`config.mk`:
```
export PLATFORM = sky130hd
export DESIGN_NAME = priority_mutex_wait_queue
export DESIGN_NICKNAME = d
export VERILOG_FILES = /design/src/pmwq_pkg.sv /design/src/priority_mutex_wait_queue.sv /design/src/pmwq_cell.sv
export SDC_FILE = /design/constraint.sdc
export NUM_CORES = 2
export LEC_CHECK = 0
export BUFFER_PORTS_ARGS = -buffer_cell sky130_fd_sc_hd__buf_2
export CAP_MARGIN = 30
export CORE_MARGIN = 5
export CORE_UTILIZATION = 40
export DETAILED_ROUTE_END_ITERATION = 16
export PLACE_DENSITY = 0.62
export REMOVE_ABC_BUFFERS = 1
export SYNTH_ARGS = -nofsm -noshare
export SYNTH_HDL_FRONTEND = slang
export SYNTH_SLANG_ARGS = --single-unit
```
`constraint.sdc`:
```
create_clock -name clk -period 26.4 [get_ports clk]
set_input_delay 2.64 -clock clk [delete_from_list [all_inputs] [get_ports clk]]
set_output_delay 2.64 -clock clk [all_outputs]
set_load 0.005 [all_outputs]
```
`src/pmwq_pkg.sv`:
```
// Package for the priority mutex wait queue.
// Holds queue sizing, operation codes and the transfer, entry and cell control structs.
// No dependencies.
package pmwq_pkg;

	localparam int QUEUE_DEPTH = 16;
	localparam int CNT_W = $clog2(QUEUE_DEPTH + 1);
	localparam int ID_W = 16;
	localparam int PRIO_W = 16;
	localparam int WAIT_W = 5;

	typedef enum logic {
		OP_ACQUIRE = 1'b0,
		OP_RELEASE = 1'b1
	} op_t;

	typedef struct packed {
		op_t operation;
		logic [ID_W-1:0] requester_id;
		logic [PRIO_W-1:0] request_priority;
	} req_t;

	typedef struct packed {
		logic grant_valid;
		logic [ID_W-1:0] grant_id;
		logic request_dropped;
		logic [WAIT_W-1:0] waiting_count;
		logic lock_busy;
	} rsp_t;

	typedef struct packed {
		logic valid;
		logic [PRIO_W-1:0] prio;
		logic [ID_W-1:0] id;
	} entry_t;

	typedef struct packed {
		logic step;
		logic ins_en;
		logic pop;
		logic [PRIO_W-1:0] new_prio;
		logic [ID_W-1:0] new_id;
	} cell_ctrl_t;

endpackage

```
`src/priority_mutex_wait_queue.sv`:
```
// Top level of the priority mutex wait queue.
// Instantiates a row of pmwq_cell slots and holds the lock, count and result register.
// Depends on pmwq_pkg and pmwq_cell.

// One lock with up to QUEUE_DEPTH waiters kept in priority order (lower number first,
// arrival order among equals) in a row of slot cells. Each transfer is a request or a
// release and yields exactly one registered result; insertion and the pop of the
// head to the lock both take effect in the cycle of acceptance, since every cell
// compares its own priority with the newcomer and picks its value from itself, its left
// neighbour, the request or, on a pop, its right neighbour. One item is taken per cycle;
// the only hold-off is a stalled result register. A release frees the lock without
// checking the owner, and a request meeting a full queue is dropped and flagged.
module priority_mutex_wait_queue
	import pmwq_pkg::*;
(
	input  logic clk,
	input  logic arst_n,
	input  logic in_valid,
	output logic in_stall,
	input  req_t in_data,
	output logic out_valid,
	input  logic out_stall,
	output rsp_t out_data
);

	logic lock_q;
	logic [CNT_W-1:0] count_q;
	logic out_valid_q;
	rsp_t out_q;

	logic accept;
	logic full;
	logic acquire;
	logic ins_do;
	logic lock_free;
	logic grant;
	logic lock_d;
	logic [CNT_W-1:0] count_d;
	cell_ctrl_t ctrl;
	rsp_t rsp;

	entry_t cur [QUEUE_DEPTH];
	entry_t ins [QUEUE_DEPTH];
	logic take [QUEUE_DEPTH];

	assign in_stall = out_valid_q && out_stall;
	assign accept = in_valid && !in_stall;
	assign full = (count_q == CNT_W'(QUEUE_DEPTH));
	assign acquire = (in_data.operation == OP_ACQUIRE);
	assign ins_do = acquire && !full;
	assign lock_free = !acquire || !lock_q;
	assign grant = lock_free && ins[0].valid;
	assign lock_d = grant || !lock_free;
	assign count_d = count_q + CNT_W'(ins_do) - CNT_W'(grant);

	assign ctrl = '{
		step: accept,
		ins_en: ins_do,
		pop: grant,
		new_prio: in_data.request_priority,
		new_id: in_data.requester_id
	};

	for (genvar i = 0; i < QUEUE_DEPTH; i++) begin : g_cell
		logic prev_take;
		entry_t prev_entry;
		entry_t next_ins;
		if (i == 0) begin : g_head
			assign prev_take = 1'b0;
			assign prev_entry = '0;
		end else begin : g_body
			assign prev_take = take[i-1];
			assign prev_entry = cur[i-1];
		end
		if (i == QUEUE_DEPTH - 1) begin : g_tail
			assign next_ins = '0;
		end else begin : g_inner
			assign next_ins = ins[i+1];
		end
		pmwq_cell u_cell (
			.clk        (clk),
			.arst_n     (arst_n),
			.ctrl       (ctrl),
			.prev_take  (prev_take),
			.prev_entry (prev_entry),
			.next_ins   (next_ins),
			.take       (take[i]),
			.cur        (cur[i]),
			.ins        (ins[i])
		);
	end

	always_comb begin
		rsp.grant_valid = grant;
		rsp.grant_id = grant ? ins[0].id : '0;
		rsp.request_dropped = acquire && full;
		rsp.waiting_count = WAIT_W'(count_d);
		rsp.lock_busy = lock_d;
	end

	always_ff @(posedge clk or negedge arst_n) begin
		if (!arst_n) begin
			lock_q <= 1'b0;
			count_q <= '0;
			out_valid_q <= 1'b0;
		end else if (accept) begin
			lock_q <= lock_d;
			count_q <= count_d;
			out_valid_q <= 1'b1;
		end else if (!out_stall) begin
			out_valid_q <= 1'b0;
		end
	end

	always_ff @(posedge clk) begin
		if (accept) begin
			out_q <= rsp;
		end
	end

	assign out_valid = out_valid_q;
	assign out_data = out_q;

`ifndef SYNTH
	a_count_bound: assert property (@(posedge clk) disable iff (!arst_n)
		count_q <= CNT_W'(QUEUE_DEPTH))
		else $error("wait count beyond queue depth");

	a_waiters_hold_lock: assert property (@(posedge clk) disable iff (!arst_n)
		cur[0].valid |-> lock_q)
		else $error("waiter queued while lock free");

	a_head_matches_count: assert property (@(posedge clk) disable iff (!arst_n)
		cur[0].valid == (count_q != '0))
		else $error("head slot disagrees with count");

	a_grant_busy: assert property (@(posedge clk) disable iff (!arst_n)
		accept && grant |=> out_data.lock_busy && lock_q)
		else $error("grant without lock held");
`endif

endmodule

```
`src/pmwq_cell.sv`:
```
// One slot of the sorted wait queue.
// Decides locally between keep, take-from-left and take-new, then shifts left on a pop.
// Depends on pmwq_pkg.
module pmwq_cell
	import pmwq_pkg::*;
(
	input  logic       clk,
	input  logic       arst_n,
	input  cell_ctrl_t ctrl,
	input  logic       prev_take,
	input  entry_t     prev_entry,
	input  entry_t     next_ins,
	output logic       take,
	output entry_t     cur,
	output entry_t     ins
);

	logic valid_q;
	logic [PRIO_W-1:0] prio_q;
	logic [ID_W-1:0] id_q;
	entry_t nxt;

	assign cur = '{valid: valid_q, prio: prio_q, id: id_q};
	assign take = !valid_q || (prio_q > ctrl.new_prio);

	always_comb begin
		priority if (!ctrl.ins_en || !take) begin
			ins = cur;
		end else if (prev_take) begin
			ins = prev_entry;
		end else begin
			ins = '{valid: 1'b1, prio: ctrl.new_prio, id: ctrl.new_id};
		end
		nxt = ctrl.pop ? next_ins : ins;
	end

	always_ff @(posedge clk or negedge arst_n) begin
		if (!arst_n) begin
			valid_q <= 1'b0;
		end else if (ctrl.step) begin
			valid_q <= nxt.valid;
		end
	end

	always_ff @(posedge clk) begin
		if (ctrl.step) begin
			prio_q <= nxt.prio;
			id_q <= nxt.id;
		end
	end

endmodule
```
# Yosys cells after proc, flatten, opt, wreduce, memory -nomap -nowiden
# Cells that the tools add are included.
[word_totals]
ff_bits = 559
output_inout_bits = 26
[op_classes]
n_reduce_logical = 77
mux = 49
eq_ne = 3
n_lt_le_gt_ge = 16
n_addsub = 2
bitwise = 1
[ops]
columns = ["operator", "count"]
rows = [
  ["two-way mux 33 bit", 47],
  ["> comparator 16 bit", 16],
  ["logical NOT 1 bit", 37],
  ["logical OR 1 bit", 34],
  ["adder 5 x 1 -> 5 bit", 1],
  ["equality test 5 bit (second input constant)", 1],
  ["logical AND 1 bit", 5],
  ["subtractor 5 x 1 -> 5 bit", 1],
  ["two-way mux 1 bit", 2],
  ["!= test 2 x 1 -> 1 bit (second input constant)", 1],
  ["!= test 2 bit (second input constant)", 1],
  ["AND reduction 2 bit", 1],
  ["inverter 1 bit", 1],
]

# Depth between registers and ports, before layout
[logic_depth]
ltp_word = 9
depth_mapped = 20

# By module
# A second synthesis with hierarchy kept.
[unflattened]
cells_unflattened = 4436
hier_area_um2 = 47810.9
[by_module_without_submodules]
columns = ["module", "n_inst", "area_each_um2", "cells_per_inst"]
rows = [
  ["pmwq_cell at g_cell[0].u_cell ...", 9, 2736.4, 226],
  ["pmwq_cell at g_cell[3].u_cell ...", 7, 3121.7, 330],
  ["priority_mutex_wait_queue", 1, 1331.3, 92],
]

# Worst setup path before layout
# No wires, ideal clock.
[synth_timing]
path_type = "input to register"
start = "in out_stall"
end = "reg lock_q"
path_buffers = 2
required_time_ns = 25.676
setup_slack_ns = 7.682
t_arrival_ns = 17.994
path_stages = 6
path_cell_list = "nand2_1 -> nand2_1 -> inv_1 -> clkbuf_1 -> buf_1 -> a31oi_1"
[synth_between]
elab_chain_cells = 3
[synth_rtl]
columns = ["item", "line_no", "source"]
rows = [
  ["start, declared", "priority_mutex_wait_queue.sv:22", "input logic out_stall,"],
  ["logical AND 1 bit", "priority_mutex_wait_queue.sv:46", "assign in_stall = out_valid_q && out_stall;"],
  ["logical NOT 1 bit", "priority_mutex_wait_queue.sv:47", "assign accept = in_valid && !in_stall;"],
  ["logical AND 1 bit", "priority_mutex_wait_queue.sv:47", ""],
  ["net accept", "priority_mutex_wait_queue.sv:31", "logic accept;"],
  ["end signal, assigned", "priority_mutex_wait_queue.sv:107", "lock_q <= lock_d;"],
  ["end, declared", "priority_mutex_wait_queue.sv:26", "logic lock_q;"],
]
# The timed path passes the listed nets, and every way through them passes these cells.
# A chain may end at the register's enable or synchronous reset.

# Worst setup path after layout
[layout_timing]
start = "in out_stall"
end = "reg g_cell[1].u_cell.id_q[7], enable pin"
[layout_between]
elab_chain_cells = 3
[layout_rtl]
columns = ["item", "line_no", "source"]
rows = [
  ["logical AND 1 bit", "priority_mutex_wait_queue.sv:46", ""],
  ["logical NOT 1 bit", "priority_mutex_wait_queue.sv:47", ""],
  ["logical AND 1 bit", "priority_mutex_wait_queue.sv:47", ""],
  ["end signal, assigned", "pmwq_cell.sv:48", "id_q <= nxt.id;"],
  ["end, declared", "pmwq_cell.sv:20", "logic [ID_W-1:0] id_q;"],
]
# Every way passes these cells.

==> load_flow_metrics.sql <==
INSERT INTO impl_metrics (metric_group, metric, value, unit) VALUES
('grt', 'grt_start_max_net_pins', '228', ''),
('layout', 'final_layout_size_suffix_gt1_frac', '0.113', ''),
('drt', 'detail-route-antenna-nets', '0', ''),
('drt', 'drt-wirelength-per-cell', '23.3', 'um'),
('clocking', 'post_cts_buffers', '0', ''),
('drt', 'drt_drc_violations_left', '0', ''),
('clocking', 'htreeDepth', '3', ''),
('clocking', 'cts_hold_buf', '0', ''),
('sta', 'report.final.setup_viol', '0', ''),
('clocking', 'clk_latency_worst_skew_pair', '0.64', 'ns'),
('drt', 'wl', '133', 'mm'),
('setup_path', 'path_common_cell', 'sky130_fd_sc_hd__buf_4', ''),
('sta', 'fmax', '0.145', 'GHz'),
('sta', 'timing.hold.ws', '0.533', 'ns'),
('pwr', 'peakVddDrop', '0.0000882', 'V'),
('grt', 'vias_in_the_first_global_route', '36000', ''),
('die', 'std_cell_rows', '117', ''),
('outcome', 'status', 'finished clean', ''),
('job', 'drv.max_cap_violation_count', '0', ''),
('sta', 'final_hold_viol_count', '0', ''),
('drt', 'drt-vias-per-instance', '6.55', ''),
('sta', 'final-max-slew-violation-count', '0', ''),
('synth', 'post_synthesis_cell_area', '0.0413', 'sq mm'),
('clocking', 'cts_sinks', '559', ''),
('placed_design', 'minimum_setup_slack_after_placement', '18.82', 'ns'),
('synth', 'synth_enable_flop_cells', '536', ''),
('sta', 'final.min_clock_period', '6.89', 'ns'),
('setup_path', 'critPathMaxStageDelay', '0.91', 'ns'),
('synth', 'synth.yosys.warnings', '0', ''),
('sta', 'post_route_fraction_of_the_period_consumed_by_the_critical_path', '0.261', ''),
('synth', 'synth_sequential_area_ratio', '0.404', ''),
('grt', 'gr-usage-all-layers', '0.228', ''),
('setup_path', 'crit_chain', 'buf_2 -> nand2_1 -> nand2_1 -> buf_4 -> inv_8 -> buf_4 -> buf_4 -> buf_4 -> buf_4', ''),
('synth', 'synth.lib_cells_used.distinct', '82', ''),
('die', 'core', '0.102', 'sq mm'),
('placed_design', 'placer_s_final_routability_congestion_estimate', '0.872', ''),
('setup_path', 'critPathLaunchType', 'input pin', ''),
('hold_path', 'worst_hold_path_type', 'register to register', ''),
('hold_path', 'holdPathStages', '2', ''),
('drt', 'routed-via-count', '37300', ''),
('layout', 'area_growth', '8.13', '%'),
('clocking', 'max-clock-path-buffers', '3', ''),
('placed_design', 'hpwl', '85.0', 'mm'),
('synth', 'post_synth_inst_count', '4487', ''),
('clocking', 'cts.root.buffer_cell', 'sky130_fd_sc_hd__clkbuf_16', ''),
('grt', 'first_pass_grt_wire_length', '208', 'mm'),
('die', 'floorplan.initialDensity', '0.404', ''),
('setup_path', 'criticalPathCategory', 'input pin to register', ''),
('synth', 'avgSynthCellArea', '9.20', 'sq um'),
('synth', 'postSynth.asyncResetShare', '0.0411', ''),
('sta', 'finClkSkew', '0.0202', 'ns'),
('synth', 'ys_seq_elements', '559', ''),
('synth', 'primary_flip_flop_cell_chosen_by_synthesis_mapping', 'sky130_fd_sc_hd__edfxtp_1', ''),
('setup_path', 'worst_r2r_path_depth', '8', ''),
('setup_path', 'cp.arrival', '7.16', 'ns'),
('drt', 'drt_iter0_markers', '4064', ''),
('pwr', 'report.power.total', '5.01', 'mW'),
('pwr', 'power-per-cell-area', '112', 'mW/mm^2'),
('die', 'io_pins', '63', ''),
('clocking', 'numCtsBuffers', '68', ''),
('die', 'chipWidth', '331', 'um'),
('grt', 'grt_ovf', '0', ''),
('clocking', 'cts.reportedPaths.clkPinSlew', '0.05', 'ns'),
('die', 'die_area', '0.110', 'sq mm'),
('setup_path', 'cp_top_family', 'buffers and inverters', ''),
('sta', 'max_slew.worst_pin.slew', '1.11', 'ns'),
('setup_path', 'cp_num_cells', '9', ''),
('pwr', 'power.leakage', '15.9', 'nW'),
('setup_path', 'worstPathRequired', '26.66', 'ns'),
('layout', 'layout_commonest_cell', 'sky130_fd_sc_hd__o21ai_0', ''),
('setup_path', 'critPathCaptureType', 'register', '');
==> registers in the layout (all words and copies together), names as in the netlist <==
signal and count:
out_data 24, g_cell.u_cell.id_q 256, g_cell.u_cell.valid_q 16, g_cell.u_cell.prio_q 256
out_valid 1, count_q 5, lock_q 1
==> synthesized netlist by cell type, types with 16 or more instances <==
master	instances	area, sq um
sky130_fd_sc_hd__nor2b_1	18	113
sky130_fd_sc_hd__inv_1	48	180
sky130_fd_sc_hd__a211oi_1	201	1510
sky130_fd_sc_hd__buf_2	66	330
sky130_fd_sc_hd__nand3_1	30	150
sky130_fd_sc_hd__o31ai_1	16	120
sky130_fd_sc_hd__nand2_1	537	2020
sky130_fd_sc_hd__o22ai_1	491	3070
sky130_fd_sc_hd__edfxtp_1	536	16100
sky130_fd_sc_hd__nand4_1	53	332
sky130_fd_sc_hd__o21ai_0	652	3260
sky130_fd_sc_hd__mux2_2	65	732
sky130_fd_sc_hd__dfrtp_1	23	576
sky130_fd_sc_hd__o21ai_1	29	145
sky130_fd_sc_hd__mux2i_1	157	1570
sky130_fd_sc_hd__a211oi_2	92	1150
sky130_fd_sc_hd__a21oi_1	149	746
sky130_fd_sc_hd__and3_1	106	663
sky130_fd_sc_hd__buf_4	16	120
sky130_fd_sc_hd__ha_1	262	3280
sky130_fd_sc_hd__o32ai_1	38	333
sky130_fd_sc_hd__nor3_1	70	350
sky130_fd_sc_hd__nor2_1	263	987
sky130_fd_sc_hd__clkbuf_1	331	1240
==> final cells by class <==
type / instances / area, sq um
antenna: 3 / 7.51
clock buffer: 92 / 1890
clock inverter: 28 / 255
fill: 9924 / 57600
inverter: 57 / 229
multi-input combinational: 3434 / 22600
sequential: 559 / 16700
tap: 1368 / 1710
timing repair buffer: 155 / 1250
==> stage by stage <==
step	area, sq um	utilization	std cells
after floorplan	39400	-	4050
after global placement	42200	0.413	5559
after detailed placement	42300	0.414	5567
after CTS	44500	0.435	5687
after global routing	44600	0.437	5693
final	44600	0.437	5696
==> worst register-to-register path, delay by kind of cell, from the launching register on <==
family	cells	cell delay [ns]
buffers and inverters	6	4.25
DFF	1	0.37
and+or+nand+nor	2	0.17
==> report_power, final <==
group          internal (mW)  total (mW)  switching, mW
Clock                  0.542       0.946          0.404
Sequential              1.38        1.58          0.202
Combinational          0.882        2.48           1.60
Total                   2.80        5.01           2.20
==> layer usage <==
layer,vias up,track usage,part of all wire
li1,16900,-,-
met1,18600,0.327,0.45
met2,1595,0.365,0.46
met3,212,0.0327,0.072
met4,0,0.0565,0.023
met5,-,0,0
==> kinds of logic after synthesis <==
logic type / after synthesis / share of synthesized area
AO/OA/AOI/OAI: 1799 / 0.282
XOR/XNOR: 4 / 0.000849
adder cells (fa/ha/maj): 263 / 0.0799
buffers and inverters: 494 / 0.0507
flip-flops: 559 / 0.404
multiplexers: 236 / 0.0609
AND/OR/NAND/NOR: 1132 / 0.122
==> worst paths after layout <==
kind                            start                        to  slack [ns]
min in group asynchronous      arst_n                count_q[1]        2.05
setup / recovery            out_stall  g_cell[1].u_cell.id_q[7]       19.51
hold / removal             count_q[4]                count_q[4]        0.53
setup reg to reg            out_valid  g_cell[1].u_cell.id_q[7]       21.25
hold reg to reg            count_q[4]                count_q[4]        0.53
max in group asynchronous      arst_n  g_cell[7].u_cell.valid_q       23.91
Note: power is estimated with default switching activity, not from simulation.
